`config.mk`:
```
export PLATFORM = sky130hd
export DESIGN_NAME = mandelbrot_escape_time_core
export DESIGN_NICKNAME = d
export VERILOG_FILES = /design/src/rtl/mbe_pkg.sv /design/src/rtl/mbe_mul.sv /design/src/rtl/mbe_seq.sv /design/src/rtl/mandelbrot_escape_time_core.sv
export SDC_FILE = /design/constraint.sdc
export NUM_CORES = 2
export LEC_CHECK = 0
export ABC_CLOCK_PERIOD_IN_PS = 11700
export BUFFER_PORTS_ARGS = -buffer_cell sky130_fd_sc_hd__buf_4
export CAP_MARGIN = 20
export CORE_MARGIN = 5
export CORE_UTILIZATION = 30
export CTS_CLUSTER_DIAMETER = 200
export DETAILED_ROUTE_END_ITERATION = 8
export SLEW_MARGIN = 40
export SYNTH_ARGS = -nofsm -noshare
export SYNTH_HDL_FRONTEND = slang
export SYNTH_SLANG_ARGS = --single-unit
export TNS_END_PERCENT = 5
```
`constraint.sdc`:
```
create_clock -name clk_i -period 11.7 [get_ports clk_i]
set_input_delay 2.925 -clock clk_i [delete_from_list [all_inputs] [get_ports clk_i]]
set_output_delay 2.925 -clock clk_i [all_outputs]
set_load 0.02 [all_outputs]
```
`src/rtl/mbe_pkg.sv`:
```
// Shared types and constants for the escape-time core.
package mbe_pkg;

  localparam int FRAC_BITS = 28;
  localparam int COORD_W   = 10;
  localparam int REG_W     = 32;
  localparam int COUNT_W   = 11;
  localparam int C_W       = 44;   // wide enough for origin + coord * step
  localparam int Z_W       = 31;   // z after the bound check, each component within +/-2.0
  localparam int PROD_W    = 2 * REG_W;
  localparam int ADDR_W    = 3;

  localparam logic signed [PROD_W-1:0] TWO_Q28  = PROD_W'(64'sd2) <<< FRAC_BITS;
  localparam logic signed [PROD_W-1:0] FOUR_Q56 = PROD_W'(64'sd4) <<< (2 * FRAC_BITS);

  typedef enum logic [ADDR_W-1:0] {
    REG_RE_ORIGIN = 3'd0,
    REG_IM_ORIGIN = 3'd1,
    REG_RE_STEP   = 3'd2,
    REG_IM_STEP   = 3'd3,
    REG_MAX_ITER  = 3'd4
  } reg_idx_e;

  typedef enum logic [7:0] {
    ST_IDLE = 8'b0000_0001,
    ST_CR   = 8'b0000_0010,
    ST_CI   = 8'b0000_0100,
    ST_MRR  = 8'b0000_1000,
    ST_MII  = 8'b0001_0000,
    ST_TEST = 8'b0010_0000,
    ST_UPD  = 8'b0100_0000,
    ST_DONE = 8'b1000_0000
  } seq_state_e;

  typedef struct packed {
    logic signed [REG_W-1:0] re_origin;
    logic signed [REG_W-1:0] im_origin;
    logic signed [REG_W-1:0] re_step;
    logic signed [REG_W-1:0] im_step;
    logic [COUNT_W-1:0]      limit;
  } cfg_t;

  typedef struct packed {
    logic signed [REG_W-1:0] a;
    logic signed [REG_W-1:0] b;
  } mul_req_t;

  typedef struct packed {
    logic               valid;
    logic [COORD_W-1:0] col;
    logic [COORD_W-1:0] row;
    logic [COUNT_W-1:0] count;
    logic               escaped;
  } result_t;

endpackage

```
`src/rtl/mbe_mul.sv`:
```
// Shared signed multiplier with a registered product.
module mbe_mul (
  input  logic                                   clk_i,
  input  mbe_pkg::mul_req_t                      req_i,
  output logic signed [mbe_pkg::PROD_W-1:0]      prod_o
);
  import mbe_pkg::*;

  logic signed [PROD_W-1:0] prod_q;

  always_ff @(posedge clk_i) begin
    prod_q <= PROD_W'(req_i.a) * PROD_W'(req_i.b);
  end

  assign prod_o = prod_q;

endmodule

```
`src/rtl/mbe_seq.sv`:
```
// Sequencer and datapath for one pixel: forms c, then runs z = z*z + c.
module mbe_seq (
  input  logic                              clk_i,
  input  logic                              rst_ni,
  input  mbe_pkg::cfg_t                     cfg_i,
  input  logic                              start_i,
  input  logic [mbe_pkg::COORD_W-1:0]       col_i,
  input  logic [mbe_pkg::COORD_W-1:0]       row_i,
  input  logic                              slot_free_i,
  input  logic signed [mbe_pkg::PROD_W-1:0] prod_i,
  output logic                              idle_o,
  output mbe_pkg::mul_req_t                 mul_o,
  output mbe_pkg::result_t                  res_o
);
  import mbe_pkg::*;

  seq_state_e state_q, state_d;
  logic [COORD_W-1:0]      col_q, col_d, row_q, row_d;
  logic [COUNT_W-1:0]      k_q, k_d;
  logic                    first_q, first_d;
  logic                    esc_q, esc_d;
  logic signed [C_W-1:0]   cr_q, cr_d, ci_q, ci_d;
  logic signed [Z_W-1:0]   zr_q, zr_d, zi_q, zi_d;
  logic signed [PROD_W-1:0] sr_q, sr_d, si_q, si_d;

  logic signed [PROD_W-1:0] mag_sum, nr, ni;
  logic [COUNT_W-1:0]       k_next;

  always_comb begin
    mag_sum = sr_q + prod_i;
    nr      = ((sr_q - si_q) >>> FRAC_BITS) + PROD_W'(cr_q);
    ni      = ((prod_i <<< 1) >>> FRAC_BITS) + PROD_W'(ci_q);
    k_next  = first_q ? '0 : k_q + COUNT_W'(1);
  end

  always_comb begin
    state_d = state_q;
    col_d   = col_q;
    row_d   = row_q;
    k_d     = k_q;
    first_d = first_q;
    esc_d   = esc_q;
    cr_d    = cr_q;
    ci_d    = ci_q;
    zr_d    = zr_q;
    zi_d    = zi_q;
    sr_d    = sr_q;
    si_d    = si_q;
    mul_o.a = REG_W'(zr_q);
    mul_o.b = REG_W'(zr_q);

    unique case (state_q)
      ST_IDLE: begin
        if (start_i) begin
          col_d   = col_i;
          row_d   = row_i;
          k_d     = '0;
          first_d = 1'b1;
          esc_d   = 1'b0;
          zr_d    = '0;
          zi_d    = '0;
          state_d = ST_CR;
        end
      end
      ST_CR: begin
        mul_o.a = REG_W'(col_q);
        mul_o.b = cfg_i.re_step;
        state_d = ST_CI;
      end
      ST_CI: begin
        cr_d    = prod_i[C_W-1:0] + C_W'(cfg_i.re_origin);
        mul_o.a = REG_W'(row_q);
        mul_o.b = cfg_i.im_step;
        state_d = ST_MRR;
      end
      ST_MRR: begin
        // on the first pass this slot also lands ci
        if (first_q) begin
          ci_d = prod_i[C_W-1:0] + C_W'(cfg_i.im_origin);
        end
        state_d = ST_MII;
      end
      ST_MII: begin
        sr_d    = prod_i;
        mul_o.a = REG_W'(zi_q);
        mul_o.b = REG_W'(zi_q);
        state_d = ST_TEST;
      end
      ST_TEST: begin
        si_d    = prod_i;
        mul_o.a = REG_W'(zr_q);
        mul_o.b = REG_W'(zi_q);
        if (mag_sum > FOUR_Q56) begin
          esc_d   = 1'b1;
          state_d = ST_DONE;
        end else begin
          k_d     = k_next;
          first_d = 1'b0;
          state_d = (k_next >= cfg_i.limit) ? ST_DONE : ST_UPD;
        end
      end
      ST_UPD: begin
        if (nr > TWO_Q28 || nr < -TWO_Q28 || ni > TWO_Q28 || ni < -TWO_Q28) begin
          esc_d   = 1'b1;
          state_d = ST_DONE;
        end else begin
          zr_d    = nr[Z_W-1:0];
          zi_d    = ni[Z_W-1:0];
          state_d = ST_MRR;
        end
      end
      ST_DONE: begin
        // hold until the output register can take the item
        if (slot_free_i) begin
          state_d = ST_IDLE;
        end
      end
      default: state_d = ST_IDLE;
    endcase
  end

  always_ff @(posedge clk_i or negedge rst_ni) begin
    if (!rst_ni) begin
      state_q <= ST_IDLE;
      first_q <= 1'b0;
    end else begin
      state_q <= state_d;
      first_q <= first_d;
    end
  end

  always_ff @(posedge clk_i) begin
    col_q <= col_d;
    row_q <= row_d;
    k_q   <= k_d;
    esc_q <= esc_d;
    cr_q  <= cr_d;
    ci_q  <= ci_d;
    zr_q  <= zr_d;
    zi_q  <= zi_d;
    sr_q  <= sr_d;
    si_q  <= si_d;
  end

  assign idle_o        = (state_q == ST_IDLE);
  assign res_o.valid   = (state_q == ST_DONE) && slot_free_i;
  assign res_o.col     = col_q;
  assign res_o.row     = row_q;
  assign res_o.count   = k_q;
  assign res_o.escaped = esc_q;

endmodule

```
`src/rtl/mandelbrot_escape_time_core.sv`:
```
// Top level of the escape-time core: config registers, stream ports, result register.
//
//  channel   dir  handshake                         payload
//  s_axis    in   s_axis_tvalid / s_axis_tready     tdata: pixel_col, pixel_row
//  m_axis    out  m_axis_tvalid / m_axis_tready     tdata: out_col, out_row,
//                                                          iteration_count, escaped
//  cfg       in   cfg_we_i (no back-pressure)       cfg_addr_i, cfg_wdata_i
//
// A result is ready when the iteration count reaches the limit, when a component of z
// passes 2.0 (checked in ST_UPD) or when |z|^2 passes 4 (checked in ST_TEST); the
// sequencer then holds in ST_DONE until the output register is free and returns to idle
// before it takes the next item. The one shared 32x32 multiplier issues three products
// in each iteration (zr^2, zi^2, zr*zi) and forms c in ST_CR and ST_CI before the first.
// Reset restores the register defaults and empties the result register.
// s_axis_tready is high only while no item is in work; a result waits in the
// output register and the next item may be accepted meanwhile.
module mandelbrot_escape_time_core #(
  parameter int ITERATION_CAP = 1024
) (
  input  logic                        clk_i,
  input  logic                        rst_ni,
  input  logic                        cfg_we_i,
  input  logic [mbe_pkg::ADDR_W-1:0]  cfg_addr_i,
  input  logic [mbe_pkg::REG_W-1:0]   cfg_wdata_i,
  input  logic                        s_axis_tvalid,
  output logic                        s_axis_tready,
  input  logic [23:0]                 s_axis_tdata,   // pixel_col[9:0], pixel_row[19:10]
  output logic                        m_axis_tvalid,
  input  logic                        m_axis_tready,
  output logic [31:0]                 m_axis_tdata    // out_col[9:0], out_row[19:10],
                                                      // iteration_count[30:20], escaped[31]
);
  import mbe_pkg::*;

  localparam int CapClip = (ITERATION_CAP > (2 ** COUNT_W) - 1) ?
                           (2 ** COUNT_W) - 1 : ITERATION_CAP;
  localparam logic [COUNT_W-1:0] LimitCap = COUNT_W'(CapClip);

  logic signed [REG_W-1:0] re_origin_q, im_origin_q, re_step_q, im_step_q;
  logic [COUNT_W-1:0]      max_iter_q;

  always_ff @(posedge clk_i or negedge rst_ni) begin
    if (!rst_ni) begin
      re_origin_q <= -32'sd536870912;
      im_origin_q <= -32'sd536870912;
      re_step_q   <= 32'sd1048576;
      im_step_q   <= 32'sd1048576;
      max_iter_q  <= 11'd100;
    end else if (cfg_we_i) begin
      unique case (cfg_addr_i)
        REG_RE_ORIGIN: re_origin_q <= cfg_wdata_i;
        REG_IM_ORIGIN: im_origin_q <= cfg_wdata_i;
        REG_RE_STEP:   re_step_q   <= cfg_wdata_i;
        REG_IM_STEP:   im_step_q   <= cfg_wdata_i;
        REG_MAX_ITER:  max_iter_q  <= cfg_wdata_i[COUNT_W-1:0];
        default: ;
      endcase
    end
  end

  cfg_t     cfg;
  mul_req_t mul_req;
  result_t  res;
  logic signed [PROD_W-1:0] prod;
  logic idle, slot_free;

  assign cfg.re_origin = re_origin_q;
  assign cfg.im_origin = im_origin_q;
  assign cfg.re_step   = re_step_q;
  assign cfg.im_step   = im_step_q;
  assign cfg.limit     = (max_iter_q > LimitCap) ? LimitCap : max_iter_q;

  mbe_mul u_mul (
    .clk_i  (clk_i),
    .req_i  (mul_req),
    .prod_o (prod)
  );

  mbe_seq u_seq (
    .clk_i       (clk_i),
    .rst_ni      (rst_ni),
    .cfg_i       (cfg),
    .start_i     (s_axis_tvalid && idle),
    .col_i       (s_axis_tdata[COORD_W-1:0]),
    .row_i       (s_axis_tdata[2*COORD_W-1:COORD_W]),
    .slot_free_i (slot_free),
    .prod_i      (prod),
    .idle_o      (idle),
    .mul_o       (mul_req),
    .res_o       (res)
  );

  logic        out_valid_q;
  logic [31:0] out_data_q;

  assign slot_free = !out_valid_q || m_axis_tready;

  always_ff @(posedge clk_i or negedge rst_ni) begin
    if (!rst_ni) begin
      out_valid_q <= 1'b0;
    end else if (res.valid) begin
      out_valid_q <= 1'b1;
    end else if (m_axis_tready) begin
      out_valid_q <= 1'b0;
    end
  end

  always_ff @(posedge clk_i) begin
    if (res.valid) begin
      out_data_q <= {res.escaped, res.count, res.row, res.col};
    end
  end

  assign s_axis_tready = idle;
  assign m_axis_tvalid = out_valid_q;
  assign m_axis_tdata  = out_data_q;

endmodule
```
==> impl_results.html <==
<table>
<tr><th>Metric</th><th>Value</th></tr>
<tr><th colspan="2">Job</th></tr>
<tr><td>Number of maximum-capacitance constraint violations</td><td>0</td></tr>
<tr><th colspan="2">Yosys</th></tr>
<tr><td>Most used flip-flop cell after synthesis</td><td>edfxtp_1</td></tr>
<tr><td>Post-synthesis area per instance</td><td>9.60 um2</td></tr>
<tr><td>Number of cells produced by synthesis</td><td>7,361</td></tr>
<tr><td>Post-synthesis sequential element count</td><td>555</td></tr>
<tr><td>Netlist Area Pre-Place</td><td>0.0707 mm2</td></tr>
<tr><td>Post-synthesis async set-or-reset flop share</td><td>26.8%</td></tr>
<tr><td>Number of enable-type register cells in the synthesized netlist</td><td>342</td></tr>
<tr><td>Leading area contributor after synthesis</td><td>fa_1</td></tr>
<tr><td>Synthesized net count</td><td>about 9,000</td></tr>
<tr><td>Leading cell type by number of instances after synthesis</td><td>inv_1</td></tr>
<tr><td>Most common library cells after synthesis</td><td>1,098 x inv_1, 1,065 x fa_1, 769 x nor2_1, 751 x nand2_1, 495 x ha_1</td></tr>
<tr><td>Area share of the largest cell type after synthesis</td><td>30.2%</td></tr>
<tr><td>Post-synthesis sequential area ratio</td><td>21.6%</td></tr>
<tr><td>Synth unique cells</td><td>119</td></tr>
<tr><td>Yosys synthesis warning count</td><td>0</td></tr>
<tr><td>Cell types with the largest area share after synthesis</td><td>fa_1 30%, edfxtp_1 15%, ha_1 8.8%, inv_1 5.8%, dfrtp_1 4.8%</td></tr>
<tr><th colspan="2">Setup path</th></tr>
<tr><td>Max stage delay cell, worst path</td><td>and3b_4</td></tr>
<tr><td>Max stage delay on crit path</td><td>0.63 ns</td></tr>
<tr><td>Critical path capture point type</td><td>flop</td></tr>
<tr><td>Required time at the endpoint of the critical path</td><td>12.25 ns</td></tr>
<tr><td>Buf/Inv on CP</td><td>9</td></tr>
<tr><td>Crit path max-delay family</td><td>adder cells</td></tr>
<tr><td>Path type of the worst setup path</td><td>reg -&gt; reg</td></tr>
<tr><td>Reg2Reg Setup Slack</td><td>0.52 ns</td></tr>
<tr><td>Crit path arrival time</td><td>roughly 12 ns</td></tr>
<tr><td>Startpoint class of the critical path</td><td>flop</td></tr>
<tr><td>CP Max Fanout</td><td>33</td></tr>
<tr><td>Cell seen most often among critical-path stages</td><td>fa_1</td></tr>
<tr><th colspan="2">Timing</th></tr>
<tr><td>Clock period minus final worst setup slack</td><td>11.18 ns</td></tr>
<tr><td>Final hold violation count</td><td>0</td></tr>
<tr><td>Setup tns final</td><td>0 ns</td></tr>
<tr><td>Min Hold Slack</td><td>~0.47 ns</td></tr>
<tr><td>Tightest Pin Transition</td><td>0.926 ns</td></tr>
<tr><td>Ratio of final minimum period to clock period</td><td>between 90% and 100%</td></tr>
<tr><td>Setup repair after global routing missed its margin</td><td>false</td></tr>
<tr><td>Highest clock rate</td><td>0.0894 GHz</td></tr>
<tr><td>Final count of pins violating max slew</td><td>0</td></tr>
<tr><td>Worst slew margin relative to its limit</td><td>38.1%</td></tr>
<tr><td>Final setup fails</td><td>0</td></tr>
<tr><td>Clock Skew</td><td>0.0488 ns</td></tr>
<tr><th colspan="2">Placement</th></tr>
<tr><td>PortBufs</td><td>93</td></tr>
<tr><td>Last weighted congestion value of the routability-driven placer</td><td>0.945</td></tr>
<tr><td>Post-placement cell area</td><td>0.0758 mm2</td></tr>
<tr><td>Hpwl dp</td><td>between 150,000 and 200,000 um</td></tr>
<tr><th colspan="2">Hold path</th></tr>
<tr><td>Worst min-delay path category</td><td>reg -&gt; reg</td></tr>
<tr><th colspan="2">Global routing</th></tr>
<tr><td>Global-route total usage across every layer</td><td>19.0%</td></tr>
<tr><td>Overflow left after global routing</td><td>0</td></tr>
<tr><td>First-pass GRT wire length</td><td>about 350,000 um</td></tr>
<tr><td>Antenna violations before repair</td><td>33</td></tr>
<tr><td>Via count of the first global-routing pass</td><td>56,401</td></tr>
<tr><td>Pin count of the biggest net entering global routing</td><td>a little under 70</td></tr>
<tr><th colspan="2">Detailed routing</th></tr>
<tr><td>Vias per inst</td><td>5.17</td></tr>
<tr><td>Wl on met1</td><td>96,400 um</td></tr>
<tr><td>Total wirelength of the detailed-routed design</td><td>234,000 um</td></tr>
<tr><td>Remaining design rule violation count</td><td>0</td></tr>
<tr><td>Antenna viol nets, final</td><td>0</td></tr>
<tr><td>Routed wl met3</td><td>approximately 20,000 um</td></tr>
<tr><td>Top layer reached by signal wires</td><td>met5</td></tr>
<tr><td>DR pass1 iterations</td><td>8</td></tr>
<tr><td>Number of DRC markers after the initial detailed-route iteration</td><td>4,928</td></tr>
<tr><td>Via Count</td><td>55,034</td></tr>
<tr><td>Met2 WL</td><td>108,000 um</td></tr>
<tr><td>Mean routed wirelength per cell</td><td>between 20 and 25 um</td></tr>
<tr><th colspan="2">Layout</th></tr>
<tr><td>Layout overhead on the synthesized area</td><td>10.4%</td></tr>
<tr><td>Share of final-layout standard cells stronger than drive strength 1</td><td>9.00%</td></tr>
<tr><td>Finished Cell Area</td><td>0.0780 mm2</td></tr>
<tr><td>Net total in the final layout</td><td>between 9,000 and 10,000</td></tr>
<tr><th colspan="2">Clock tree</th></tr>
<tr><td>Clk sink count</td><td>around 560</td></tr>
<tr><td>Setup Buffers After CTS</td><td>0</td></tr>
<tr><td>TritonCTS Buffers</td><td>59</td></tr>
<tr><td>CTS tree</td><td>done</td></tr>
<tr><td>Clk slew on worst S/H paths</td><td>0.07 ns</td></tr>
<tr><td>Maximum root-to-sink buffer count</td><td>3</td></tr>
<tr><td>Clock latency on the worst-skew pair</td><td>0.68 ns</td></tr>
<tr><td>Number of levels in the clock H-tree</td><td>2</td></tr>
<tr><td>CTS Root Buffer Type</td><td>clkbuf_16</td></tr>
<tr><th colspan="2">Die</th></tr>
<tr><td>Core area</td><td>about 0.23 mm2</td></tr>
<tr><td>Vertical die dimension</td><td>495 um</td></tr>
<tr><td>Row count</td><td>178</td></tr>
<tr><td>Starting Density</td><td>30.1%</td></tr>
<tr><td>Die Footprint</td><td>~0.25 mm2</td></tr>
<tr><td>Die W</td><td>~500 um</td></tr>
<tr><td>Number of I/O pins</td><td>98</td></tr>
<tr><th colspan="2">Outcome</th></tr>
<tr><td>Run status</td><td>finished clean</td></tr>
</table>
[cell families after synthesis]
group	after synthesis	share of synthesized area (%)
AOI/OAI and AO/OA	1315	12.8
xor gates and xnor gates	261	3.23
adders and majority gates	1560	38.9
buffers and inverters	1390	7.60
DFF	555	21.6
muxes	154	2.43
and+or+nand+nor	2126	13.4
[cell usage in the layout (no fill, tap or decap), drive strengths merged, types with 23 or more instances in the layout]
cell type  synthesis  layout
a211oi            46      46
a21boi            23      23
a21o             164     164
a21oi            355     355
a222oi            32      32
a22o              34      34
a22oi             29      29
a31oi             42      42
and2              63      63
and3              38      38
buf               40     296
clkbuf           250      75
dfrtp            137     137
dfxtp             64      64
edfxtp           342     342
fa              1065    1065
ha               495     495
inv             1098    1105
mux2             139     139
nand2            751     751
nand2b            55      55
nand3             88      88
nand4             70      70
nor2             770     770
nor2b             54      54
nor3              97      97
nor4              29      29
o211ai            27      27
o21a              92      92
o21ai            215     215
o21bai            43      43
or2               24      24
xnor2            177     177
xor2              84      84
[cell type report]
| class | instances | area (um2) |
|---|---|---|
| Fill cell | 23996 | 157000 |
| Tap cell | 3150 | 3940 |
| Clock buffer | 74 | 1630 |
| Sequential cell | 555 | 15300 |
| Antenna cell | 17 | 42.5 |
| Timing Repair Buffer | 297 | 2310 |
| Clock inverter | 38 | 458 |
| Inverter | 1099 | 4130 |
| Multi-Input combinational cell | 5416 | 50200 |
[final timing paths]
check,startpoint,end,cells past startpoint
min,u_seq.k_q[1],m_axis_tdata[21],0
max in group asynchronous,rst_ni,u_seq.state_q[0],4
max,u_seq.state_q[6],u_mul.prod_o[60],38
min reg2reg,u_seq.k_q[1],m_axis_tdata[21],0
min in group asynchronous,rst_ni,m_axis_tvalid,1
max reg2reg,u_seq.state_q[6],u_mul.prod_o[60],38
[sequential cells by signal (all words and copies together), names as in the netlist]
register,flops
u_seq.si_q,64
u_seq.esc_q,1
u_seq.first_q,1
re_step_q,32
u_seq.col_q,10
u_seq.zr_q,31
im_origin_q,32
re_origin_q,32
u_seq.cr_q,44
u_mul.prod_o,64
u_seq.k_q,11
u_seq.sr_q,64
m_axis_tvalid,1
max_iter_q,11
u_seq.state_q,8
u_seq.zi_q,31
u_seq.ci_q,44
u_seq.row_q,10
im_step_q,32
m_axis_tdata,32
[metal layers]
metal / up-vias / global-route usage [%]
li1: 24580 / -
met1: 27966 / 24.9
met2: 2088 / 30.8
met3: 394 / 4.18
met4: 6 / 6.76
met5: - / 0
[through the flow]
step,setup slack (ns),std cells,utilization [%]
6_report,0.515,10646,33.2
3_5_place_dp,0.392,10515,32.3
2_1_floorplan,0.196,7361,-
5_1_grt,0.0464,10631,33.2
4_1_cts,0.326,10627,33.2
3_3_place_gp,0.412,10509,32.2
[worst reg2reg max path: cells and delay by family (launching register included)]
kind                     cells  cell delay, ns
adder cells (fa/ha/maj)      9            4.21
AND/OR/NAND/NOR             11            3.03
AO/OA/AOI/OAI                8            1.99
buffers and inverters        9            1.31
flip-flops                   1            0.43
XOR/XNOR                     1            0.13
[timing repair]
item,in CTS,in global routing
hold buffers,0,0
resized for setup,0,3
setup endpoints to repair,0,3
Power is not shown: default switching activity piles up to over one toggle a cycle in this logic, so the estimate is an artifact.
